File: src/jac_pkg.sv
// Package for the J1939 address-claim block: codes, constants and the
// decision record passed from the frame decoder to the top level.
// No dependencies.
`default_nettype none

package jac_pkg;

    // Field widths.
    localparam int ADDR_W     = 8;
    localparam int NAME_W     = 64;
    localparam int LEN_W      = 4;
    localparam int CFG_IDX_W  = 1;
    localparam int CFG_DATA_W = 64;

    // Configuration register indexes.
    localparam logic [CFG_IDX_W-1:0] CFG_OWN_NAME  = 1'b0;
    localparam logic [CFG_IDX_W-1:0] CFG_PREF_ADDR = 1'b1;

    // Input mode codes.
    localparam logic MODE_START = 1'b0;
    localparam logic MODE_FRAME = 1'b1;

    // Result kind codes.
    localparam logic KIND_CLAIM = 1'b0;
    localparam logic KIND_EVENT = 1'b1;

    // Protocol constants.
    localparam logic [ADDR_W-1:0] NULL_ADDR     = 8'd254;
    localparam logic [ADDR_W-1:0] GLOBAL_ADDR   = 8'hFF;
    localparam logic [ADDR_W-1:0] FIRST_ADDR    = 8'd1;
    localparam logic [ADDR_W-1:0] PREF_RESET    = 8'd128;
    localparam logic [7:0]        PF_REQUEST    = 8'hEA;
    localparam logic [7:0]        PF_CLAIM      = 8'hEE;
    localparam logic [7:0]        PF_BCAST_MIN  = 8'd240;
    localparam logic [LEN_W-1:0]  CLAIM_LEN     = 4'd8;

    // Number of results an item produces.
    localparam logic [1:0] CNT_NONE = 2'd0;
    localparam logic [1:0] CNT_ONE  = 2'd1;
    localparam logic [1:0] CNT_TWO  = 2'd2;

    // Decoder verdict for one item.
    typedef struct packed {
        logic [1:0]        cnt;       // results to emit
        logic              upd;       // current address changes
        logic [ADDR_W-1:0] new_addr;  // address carried by the results
    } t_decision;

endpackage

`default_nettype wire

File: src/j1939_address_claim.sv
// Top level of the J1939 address-claim block: input register, address
// state, configuration registers and the output register.
// Depends on jac_pkg and jac_decide.
//
//  Channel   Handshake                  Beat carries
//  -------   -------------------------  ------------------------------------------
//  input     i_in_valid / o_in_stall    mode, PF, PS, SA, length, payload NAME
//  output    o_out_valid / i_out_stall  kind, claimed address, claimed NAME, last
//  config    i_cfg_valid / o_cfg_ready  register index, write data
//
// An item is registered on acceptance and decided from the input register;
// on retiring, the address state updates and its first result loads the
// output register. Items with no result or one result pass at one per cycle
// when not stalled; an item with a claim frame and a claim event holds the
// output register for two beats. Output stall backs up through the input
// register to o_in_stall. Synchronous active-low reset empties both registers
// and sets the address and preferred address to 128; config is always ready.
`default_nettype none

module j1939_address_claim (
    input  wire logic                           i_clk,
    input  wire logic                           i_rst_n,
    // Input channel
    input  wire logic                           i_in_valid,
    output logic                                o_in_stall,
    input  wire logic                           i_mode,
    input  wire logic [7:0]                     i_pf,
    input  wire logic [7:0]                     i_ps,
    input  wire logic [jac_pkg::ADDR_W-1:0]     i_src_addr,
    input  wire logic [jac_pkg::LEN_W-1:0]      i_data_length,
    input  wire logic [jac_pkg::NAME_W-1:0]     i_payload_name,
    // Output channel
    output logic                                o_out_valid,
    input  wire logic                           i_out_stall,
    output logic                                o_kind,
    output logic [jac_pkg::ADDR_W-1:0]          o_claimed_address,
    output logic [jac_pkg::NAME_W-1:0]          o_claimed_name,
    output logic                                o_last,
    // Configuration write channel
    input  wire logic                           i_cfg_valid,
    output logic                                o_cfg_ready,
    input  wire logic [jac_pkg::CFG_IDX_W-1:0]  i_cfg_index,
    input  wire logic [jac_pkg::CFG_DATA_W-1:0] i_cfg_data
);

    // Configuration and address state.
    logic [jac_pkg::NAME_W-1:0] r_own_name;
    logic [jac_pkg::ADDR_W-1:0] r_pref_addr;
    logic [jac_pkg::ADDR_W-1:0] r_cur_addr;

    // Input register.
    logic                       r_iv;
    logic                       r_mode;
    logic [7:0]                 r_pf;
    logic [7:0]                 r_ps;
    logic [jac_pkg::ADDR_W-1:0] r_sa;
    logic [jac_pkg::LEN_W-1:0]  r_len;
    logic [jac_pkg::NAME_W-1:0] r_pname;

    // Output register plus a pending claim event.
    logic                       r_ov;
    logic                       r_okind;
    logic                       r_olast;
    logic [jac_pkg::ADDR_W-1:0] r_oaddr;
    logic                       r_pend_ev;

    jac_pkg::t_decision dec;
    logic               in_acc;
    logic               out_pop;
    logic               out_free;
    logic               consume;

    jac_decide u_decide (
        .i_mode           (r_mode),
        .i_pf             (r_pf),
        .i_ps             (r_ps),
        .i_src_addr       (r_sa),
        .i_data_length    (r_len),
        .i_payload_name   (r_pname),
        .i_cur_addr       (r_cur_addr),
        .i_pref_addr      (r_pref_addr),
        .i_own_name       (r_own_name),
        .o_dec            (dec)
    );

    // Flow control: the registered item retires when its results fit.
    assign out_pop    = r_ov && !i_out_stall;
    assign out_free   = !r_ov || (out_pop && !r_pend_ev);
    assign consume    = r_iv && ((dec.cnt == jac_pkg::CNT_NONE) || out_free);
    assign o_in_stall = r_iv && !consume;
    assign in_acc     = i_in_valid && !o_in_stall;
    assign o_cfg_ready = 1'b1;

    // Configuration registers and address state.
    always_ff @(posedge i_clk) begin
        if (!i_rst_n) begin
            r_own_name  <= '0;
            r_pref_addr <= jac_pkg::PREF_RESET;
            r_cur_addr  <= jac_pkg::PREF_RESET;
        end else begin
            if (i_cfg_valid) begin
                case (i_cfg_index)
                    jac_pkg::CFG_OWN_NAME:  r_own_name  <= i_cfg_data;
                    jac_pkg::CFG_PREF_ADDR: r_pref_addr <= i_cfg_data[jac_pkg::ADDR_W-1:0];
                    default: ;
                endcase
            end
            if (consume && dec.upd) begin
                r_cur_addr <= dec.new_addr;
            end
        end
    end

    // Input register.
    always_ff @(posedge i_clk) begin
        if (!i_rst_n) begin
            r_iv <= 1'b0;
        end else if (in_acc) begin
            r_iv <= 1'b1;
        end else if (consume) begin
            r_iv <= 1'b0;
        end
    end

    always_ff @(posedge i_clk) begin
        if (in_acc) begin
            r_mode  <= i_mode;
            r_pf    <= i_pf;
            r_ps    <= i_ps;
            r_sa    <= i_src_addr;
            r_len   <= i_data_length;
            r_pname <= i_payload_name;
        end
    end

    // Output register: first result on load, claim event on the next pop.
    always_ff @(posedge i_clk) begin
        if (!i_rst_n) begin
            r_ov      <= 1'b0;
            r_pend_ev <= 1'b0;
        end else if (consume && (dec.cnt != jac_pkg::CNT_NONE)) begin
            r_ov      <= 1'b1;
            r_pend_ev <= (dec.cnt == jac_pkg::CNT_TWO);
        end else if (out_pop) begin
            r_ov      <= r_pend_ev;
            r_pend_ev <= 1'b0;
        end
    end

    always_ff @(posedge i_clk) begin
        if (consume && (dec.cnt != jac_pkg::CNT_NONE)) begin
            r_okind <= jac_pkg::KIND_CLAIM;
            r_olast <= (dec.cnt == jac_pkg::CNT_ONE);
            r_oaddr <= dec.new_addr;
        end else if (out_pop && r_pend_ev) begin
            r_okind <= jac_pkg::KIND_EVENT;
            r_olast <= 1'b1;
        end
    end

    // The user must change the NAME only while the block is idle; the block does not enforce this. It is read directly.
    assign o_out_valid       = r_ov;
    assign o_kind            = r_okind;
    assign o_last            = r_olast;
    assign o_claimed_address = r_oaddr;
    assign o_claimed_name    = r_own_name;

endmodule

`default_nettype wire

File: src/jac_decide.sv
// Frame decoder for the J1939 address-claim block: decides how many
// results one item produces and what the node's address becomes.
// Depends on jac_pkg.
`default_nettype none

module jac_decide (
    input  wire logic                       i_mode,
    input  wire logic [7:0]                 i_pf,
    input  wire logic [7:0]                 i_ps,
    input  wire logic [jac_pkg::ADDR_W-1:0] i_src_addr,
    input  wire logic [jac_pkg::LEN_W-1:0]  i_data_length,
    input  wire logic [jac_pkg::NAME_W-1:0] i_payload_name,
    input  wire logic [jac_pkg::ADDR_W-1:0] i_cur_addr,
    input  wire logic [jac_pkg::ADDR_W-1:0] i_pref_addr,
    input  wire logic [jac_pkg::NAME_W-1:0] i_own_name,
    output jac_pkg::t_decision              o_dec
);

    logic                       bcast;
    logic                       for_us;
    logic [jac_pkg::ADDR_W-1:0] step_addr;
    logic [jac_pkg::ADDR_W-1:0] wrap_addr;

    // Destination filter: broadcast PGNs and global frames pass, others
    // only when addressed to our current address.
    assign bcast  = (i_pf >= jac_pkg::PF_BCAST_MIN) ||
                    (i_ps == jac_pkg::GLOBAL_ADDR);
    assign for_us = bcast || (i_ps == i_cur_addr);

    // Next address to try after a lost contest; gives up at the preferred one.
    assign step_addr = i_cur_addr + jac_pkg::ADDR_W'(1);
    always_comb begin
        wrap_addr = step_addr;
        if (step_addr >= jac_pkg::NULL_ADDR) begin
            wrap_addr = jac_pkg::FIRST_ADDR;
        end
        if (wrap_addr == i_pref_addr) begin
            wrap_addr = jac_pkg::NULL_ADDR;
        end
    end

    // Verdict.
    always_comb begin
        o_dec.cnt      = jac_pkg::CNT_NONE;
        o_dec.upd      = 1'b0;
        o_dec.new_addr = i_cur_addr;
        if (i_mode == jac_pkg::MODE_START) begin
            o_dec.cnt = jac_pkg::CNT_TWO;
        end else if (for_us) begin
            if ((i_pf == jac_pkg::PF_CLAIM) && (i_src_addr == i_cur_addr)) begin
                // Contending claim: ignored while null or when not a full NAME.
                if ((i_cur_addr != jac_pkg::NULL_ADDR) &&
                    (i_data_length == jac_pkg::CLAIM_LEN)) begin
                    if (i_own_name <= i_payload_name) begin
                        o_dec.cnt = jac_pkg::CNT_ONE;
                    end else begin
                        o_dec.cnt      = jac_pkg::CNT_TWO;
                        o_dec.upd      = 1'b1;
                        o_dec.new_addr = i_own_name[jac_pkg::NAME_W-1] ? wrap_addr
                                                                       : jac_pkg::NULL_ADDR;
                    end
                end
            end else if ((i_pf == jac_pkg::PF_REQUEST) &&
                         ((i_ps == jac_pkg::GLOBAL_ADDR) ||
                          (i_ps == i_cur_addr))) begin
                o_dec.cnt = jac_pkg::CNT_ONE;
            end
        end
    end

endmodule

`default_nettype wire

File: config.mk
export PLATFORM = sky130hd
export DESIGN_NAME = j1939_address_claim
export DESIGN_NICKNAME = d
export VERILOG_FILES = /design/src/jac_pkg.sv /design/src/j1939_address_claim.sv /design/src/jac_decide.sv
export SDC_FILE = /design/constraint.sdc
export NUM_CORES = 1
export LEC_CHECK = 0
export BUFFER_PORTS_ARGS = -buffer_cell sky130_fd_sc_hd__buf_2
export CORE_MARGIN = 2
export CORE_UTILIZATION = 48
export CTS_CLUSTER_DIAMETER = 60
export CTS_CLUSTER_SIZE = 16
export DETAILED_ROUTE_END_ITERATION = 6
export PLACE_DENSITY = 0.85
export SLEW_MARGIN = 20
export SYNTH_ARGS = -nofsm -noshare
export SYNTH_HDL_FRONTEND = slang
export SYNTH_SLANG_ARGS = --single-unit
File: constraint.sdc
create_clock -name i_clk -period 6.35 [get_ports i_clk]
set_input_delay 1.27 -clock i_clk [delete_from_list [all_inputs] [get_ports i_clk]]
set_output_delay 1.27 -clock i_clk [all_outputs]
set_load 0.01 [all_outputs]
==> results.json, run 1 <==
{
  "status": "complete, no violations",
  "synthToLayoutAreaGrowth_pct": 23.2,
  "start_kind": "flop",
  "rrSetupSlack_ns": 3.11,
  "place.port_buffers": 238,
  "critPathTopFamily": "simple AND/OR/NAND/NOR gates",
  "skew_ns": 0.0110,
  "rsz0062_at_grt": "no",
  "cts_made_buffers": 17,
  "cts_hold_buffers": 0,
  "setup_tns_ns": 0,
  "start_util": 0.486,
  "dp_slack_ns": 2.67,
  "cts.sink_count": 186,
  "ctsResizeCount": 0,
  "min_to": "o_claimed_name[30]$_SDFFE_PN0P_",
  "nFillCells": 1465,
  "layout_common_cells": "buf_2, nand2_1, a21oi_1, edfxtp_1, dfxtp_1",
  "synth_edf_count": 102,
  "critPathArrivalTime_ns": 2.76,
  "syn-instance-count": 851,
  "ys.flop_type": "edfxtp_1",
  "max-slew-margin-rel": 0.435,
  "synth.distinct_cells": 62,
  "final_util": 0.598,
  "seq_area_frac_synth": 0.549,
  "multi_input_area_mm2": 0.00346,
  "setup_ws_ns": 2.32,
  "cts_max_level": 4,
  "drcViolationCount": 0,
  "hp-start": "o_claimed_name[30]$_SDFFE_PN0P_",
  "ir_worst_vdd_uv": 182,
  "cp_num_buf_inv": 2,
  "synth_area_leader_cell": "edfxtp_1",
  "ant_nets": 0,
  "crit-reg2reg-launch": "r_cur_addr[1]$_SDFFE_PN0P_",
  "holdPathStages": 2,
  "num_vias": 6924,
  "die_h_um": 138,
  "p_leak_nw": 4.75,
  "p_per_area_mw_per_mm2": 253,
  "cts_root_buf": "clkbuf_16",
  "vias_per_cell": 5.25,
  "drtIter0Drc": 359,
  "drv_cap": 0,
  "cts_setup_buffers": 0,
  "syn-cell-area_mm2": 0.00864,
  "slew_violations": 0,
  "antenna_found_initial": 0,
  "regArea_mm2": 0.00474,
  "clkTransAtPathRegs_ns": 0.08,
  "place.gp.congestion": 0.932,
  "synth_seq_cells": 186,
  "p_total_mw": 2.69,
  "grt_pass1_wl_um": 33600,
  "die_x_um": 138,
  "cp_cell_sequence": "inv_1, ha_1, nand4_1, o21ai_0, nor4_1, o21ai_0, nand2_1, nand2_1, nor2_1, buf_2",
  "finalSetupViolations": 0,
  "fmax_mhz": 248,
  "dr.pass1.iters": 4,
  "fin_crit_sh": 0.635,
  "worst-path-max-fanout": 11,
  "crit_path_top_delay_cell": "dfxtp_1",
  "worstSetupPathType": "flop to output pin",
  "ios": 240,
  "r2r.worst_path.cells": 11,
  "core-area_mm2": 0.0178,
  "grt_max_degree": 84,
  "min_period_ns": 4.03,
  "grt_pass1_vias": 6612,
  "r2r_end": "r_pname[11]$_DFFE_PP_",
  "grt_usage": 0.222,
  "layout_commonest_cell": "buf_2",
  "tightest_slew_ns": 0.848,
  "yosysWarnings": 0,
  "finalHoldViolCount": 0,
  "nNetsFinal": 1307,
  "netlist_top_cells_area": "edfxtp_1, dfxtp_1, ha_1",
  "syn_area_per_cell_um2": 10.1,
  "cp.required_ns": 5.08,
  "hpwl_um": 15500,
  "drive_gt1_frac": 0.270,
  "postRouteWirelength_um": 21200,
  "end_kind": "output pin",
  "clk_latency_ns": 0.43,
  "syn_nets": 1081,
  "tritoncts": "done",
  "overflow": 0,
  "async_flop_share": 0,
  "clockBufferDepth": 2,
  "synth_top_area_frac": 0.355,
  "worstHoldPathType": "flop to flop",
  "dieArea_mm2": 0.0191,
  "max_stage_delay_ns": 0.60,
  "rows": 49,
  "wl_per_cell_um": 16.1
}
final cells by class:
type | instances | area share
timing repair buffer | 243 | 0.117
tap | 229 | 0.0269
clock inverter | 12 | 0.0112
multi-input combinational | 553 | 0.326
clock buffer | 20 | 0.0460
antenna | 1 | 0.000235
sequential | 186 | 0.446
inverter | 76 | 0.0268
report_power, final:
group	internal, mW	leakage [nW]	switching [mW]
Combinational	0.107	2.78	0.136
Clock	0.578	0.291	0.507
Sequential	1.33	1.68	0.0338
Total	2.01	4.75	0.677
metrics by stage:
step / cell area [um^2] / hold WS, ns / cells
6_report: 10600 / 0.474 / 1320
5_1_grt: 10600 / 0.500 / 1319
4_1_cts: 10600 / 0.478 / 1318
3_5_place_dp: 10000 / 0.468 / 1286
3_3_place_gp: 10000 / 0.464 / 1286
2_1_floorplan: 8640 / 0.463 / 851
synthesized netlist by cell type, drive strengths merged (2+ instances only):
cell type    n
xnor2       25
buf         11
nor2b        3
nor4b        2
or2          2
inv         76
a211oi       5
o21ai       35
a21o         8
a21boi       2
nand2      168
edfxtp     102
o21a         4
nand4       24
xor2         3
a21oi      102
a31oi        3
o22ai        6
clkbuf      25
nor4         8
a221oi       2
ha          67
nand3       22
and3         2
nor2        23
dfxtp       84
a221o        2
nand2b       4
nor3        10
how the worst max path moves through the flow:
stage                                from               endpoint  slack, ns  depth (start not counted)
2_1_floorplan                 i_out_stall     r_len[0]$_DFFE_PP_       1.73                          3
3_3_place_gp                  i_out_stall  r_pname[19]$_DFFE_PP_       2.88                          5
3_5_place_dp                  i_out_stall   r_pname[9]$_DFFE_PP_       2.67                          5
4_1_cts        r_cur_addr[0]$_SDFFE_PN0P_             o_in_stall       2.31                         10
5_1_grt        r_cur_addr[0]$_SDFFE_PN0P_             o_in_stall       2.12                         10
6_report       r_cur_addr[0]$_SDFFE_PN0P_             o_in_stall       2.32                         10
cells by family (layout without fill, tap and decap cells):
kind of cell,Yosys count,after routing,synth area share
simple gates,275,275,0.147
flops,186,186,0.549
compound gates,180,180,0.120
buf+inv,112,351,0.0516
fa+ha+maj,67,67,0.0971
xor+xnor,28,28,0.0314
mux,2,2,0.00246
other cells,1,2,0.000434
worst min-delay path, delay by kind of cell (launching register included):
family,cells,cell delay [ns]
DFF,1,0.32
AOI/OAI and AO/OA,1,0.05
and+or+nand+nor,1,0.06
state kept, by name, summed over array words and instances (netlist names):
register           count
r_cur_addr             8
r_sa                   8
o_claimed_name        64
r_pf                   8
r_pname               64
o_kind                 1
r_pref_addr            8
o_last                 1
r_mode                 1
r_iv                   1
r_ps                   8
r_len                  4
o_out_valid            1
o_claimed_address      8
r_pend_ev              1
layer usage:
| layer | wire (um) | track usage | vias up | part of all wire |
|---|---|---|---|---|
| li1 | - | - | 3426 | - |
| met1 | 8830 | 0.277 | 3215 | 0.42 |
| met2 | 10700 | 0.383 | 252 | 0.50 |
| met3 | 1330 | 0.0572 | 31 | 0.063 |
| met4 | 385 | 0.0666 | 0 | 0.018 |
| met5 | 0 | 0 | - | 0 |
(Power assumes the default switching activity.)
==> inputs of run 2 (changes only) <==
- CORE_UTILIZATION: 48 -> 49
- PLACE_DENSITY: 0.85 -> 0.84
- clock period: 6.35 -> 3.73 ns (I/O delays scaled with it)
==> results.json, run 2 (same netlist as run 1, synthesis figures left out) <==
{
  "rsz0062_at_grt": "no",
  "clockBufferDepth": 2,
  "nFillCells": 1376,
  "clkTransAtPathRegs_ns": 0.07,
  "tritoncts": "done",
  "ctsResizeCount": 0,
  "crit-reg2reg-launch": "o_claimed_name[63]$_SDFFE_PN0P_",
  "regArea_mm2": 0.00474,
  "ios": 240,
  "status": "complete, no violations",
  "cts_max_level": 4,
  "nNetsFinal": 1311,
  "cp_common_cell": "nand2_1",
  "max-slew-margin-rel": 0.452,
  "antenna_found_initial": 3,
  "start_kind": "flop",
  "hpwl_um": 16400,
  "layout_commonest_cell": "buf_2",
  "setup_tns_ns": 0,
  "fmax_mhz": 300,
  "min_period_ns": 3.33,
  "ant_nets": 0,
  "p_per_area_mw_per_mm2": 424,
  "hp-start": "o_kind$_SDFFE_PP0P_",
  "start_util": 0.501,
  "overflow": 0,
  "dr.pass1.iters": 5,
  "design_area_mm2": 0.0107,
  "core-area_mm2": 0.0172,
  "cp_cell_sequence": "nor4bb_1, nand4_1, nor4_1, o21ai_0, nand2_1, nand2_1, nor2_1, buf_2",
  "critPathArrivalTime_ns": 2.59,
  "multi_input_area_mm2": 0.00346,
  "cts_setup_buffers": 0,
  "drive_gt1_frac": 0.272,
  "drcViolationCount": 0,
  "grt_pass1_wl_um": 34200,
  "postRouteWirelength_um": 22100,
  "grt_usage": 0.240,
  "worstSetupPathType": "flop to output pin",
  "layout_common_cells": "buf_2, nand2_1, a21oi_1, edfxtp_1, dfxtp_1",
  "cts_made_buffers": 17,
  "synthToLayoutAreaGrowth_pct": 23.7,
  "max_stage_delay_ns": 0.45,
  "die_h_um": 137,
  "final_util": 0.620,
  "ir_worst_vdd_uv": 319,
  "holdPathStages": 2,
  "place.port_buffers": 238,
  "worst-path-max-fanout": 3,
  "slew_violations": 0,
  "clk_latency_ns": 0.43,
  "rrSetupSlack_ns": 0.68,
  "dieArea_mm2": 0.0187,
  "cts_root_buf": "clkbuf_16",
  "cp.required_ns": 2.98,
  "tightest_slew_ns": 0.820,
  "wl_per_cell_um": 16.7,
  "place.gp.congestion": 0.922,
  "drtIter0Drc": 576,
  "die_x_um": 137,
  "worstHoldPathType": "flop to flop",
  "end_kind": "output pin",
  "num_vias": 7083,
  "drv_cap": 0,
  "r2r_end": "o_claimed_address[2]$_DFFE_PP_",
  "r2r.worst_path.cells": 9,
  "grt_pass1_vias": 6950,
  "setup_ws_ns": 0.397,
  "rows": 48,
  "dp_slack_ns": 0.691,
  "min_to": "o_kind$_SDFFE_PP0P_",
  "p_leak_nw": 4.78,
  "grt_max_degree": 65,
  "postPlaceCellArea_mm2": 0.0101,
  "fin_crit_sh": 0.894,
  "cts_hold_buffers": 0,
  "finalSetupViolations": 0,
  "finalHoldViolCount": 0,
  "cts.sink_count": 186,
  "crit_path_top_delay_cell": "nor4bb_1",
  "skew_ns": 0.0102,
  "vias_per_cell": 5.35
}
## run 2: critical path, delay by kind of cell, from the launching register on
family,cells,cell delay [ns]
AOI/OAI and AO/OA,1,0.19
buffers and inverters,1,0.19
and+or+nand+nor,6,1.41
DFF,1,0.38
## run 2: routing by layer
| metal | vias up | global-route usage | part of all wire |
|---|---|---|---|
| li1 | 3433 | - | - |
| met3 | 55 | 0.0585 | 0.070 |
| met4 | 0 | 0.109 | 0.036 |
| met1 | 3284 | 0.278 | 0.39 |
| met2 | 311 | 0.417 | 0.50 |
| met5 | - | 0 | 0 |
## run 2: how the worst max path moves through the flow
stage / start / end / slack [ns]
floorplan: r_cur_addr[0]$_SDFFE_PN0P_ / r_len[0]$_DFFE_PP_ / 0.40
global placement: o_claimed_name[63]$_SDFFE_PN0P_ / r_cur_addr[0]$_SDFFE_PN0P_ / 0.68
detailed placement: o_claimed_name[63]$_SDFFE_PN0P_ / o_claimed_address[3]$_DFFE_PP_ / 0.69
CTS: r_pf[4]$_DFFE_PP_ / o_in_stall / 0.35
global route: r_pf[4]$_DFFE_PP_ / o_in_stall / 0.22
finish: r_pf[4]$_DFFE_PP_ / o_in_stall / 0.40
## run 2: per-stage QoR
stage | std cells | hold slack, ns | power, mW
floorplan | 851 | 0.463 | 2.58
global placement | 1287 | 0.449 | 2.77
detailed placement | 1287 | 0.462 | 2.79
CTS | 1319 | 0.462 | 4.56
global route | 1320 | 0.466 | 4.69
finish | 1324 | 0.478 | 4.53
## run 2: where the power goes
group          total, mW  internal (mW)  leakage (nW)  switching (mW)
logic              0.429          0.188          2.81           0.241
registers           2.32           2.26          1.68          0.0566
clock network       1.78          0.916         0.289           0.865
total               4.53           3.37          4.78            1.16
## run 2: layout make-up
class                           count  area share
Timing Repair Buffer              247       0.122
Clock inverter                     14      0.0141
Sequential cell                   186       0.444
Tap cell                          225      0.0263
Antenna cell                        5     0.00117
Inverter                           76      0.0267
Multi-Input combinational cell    553       0.324
Clock buffer                       18      0.0411
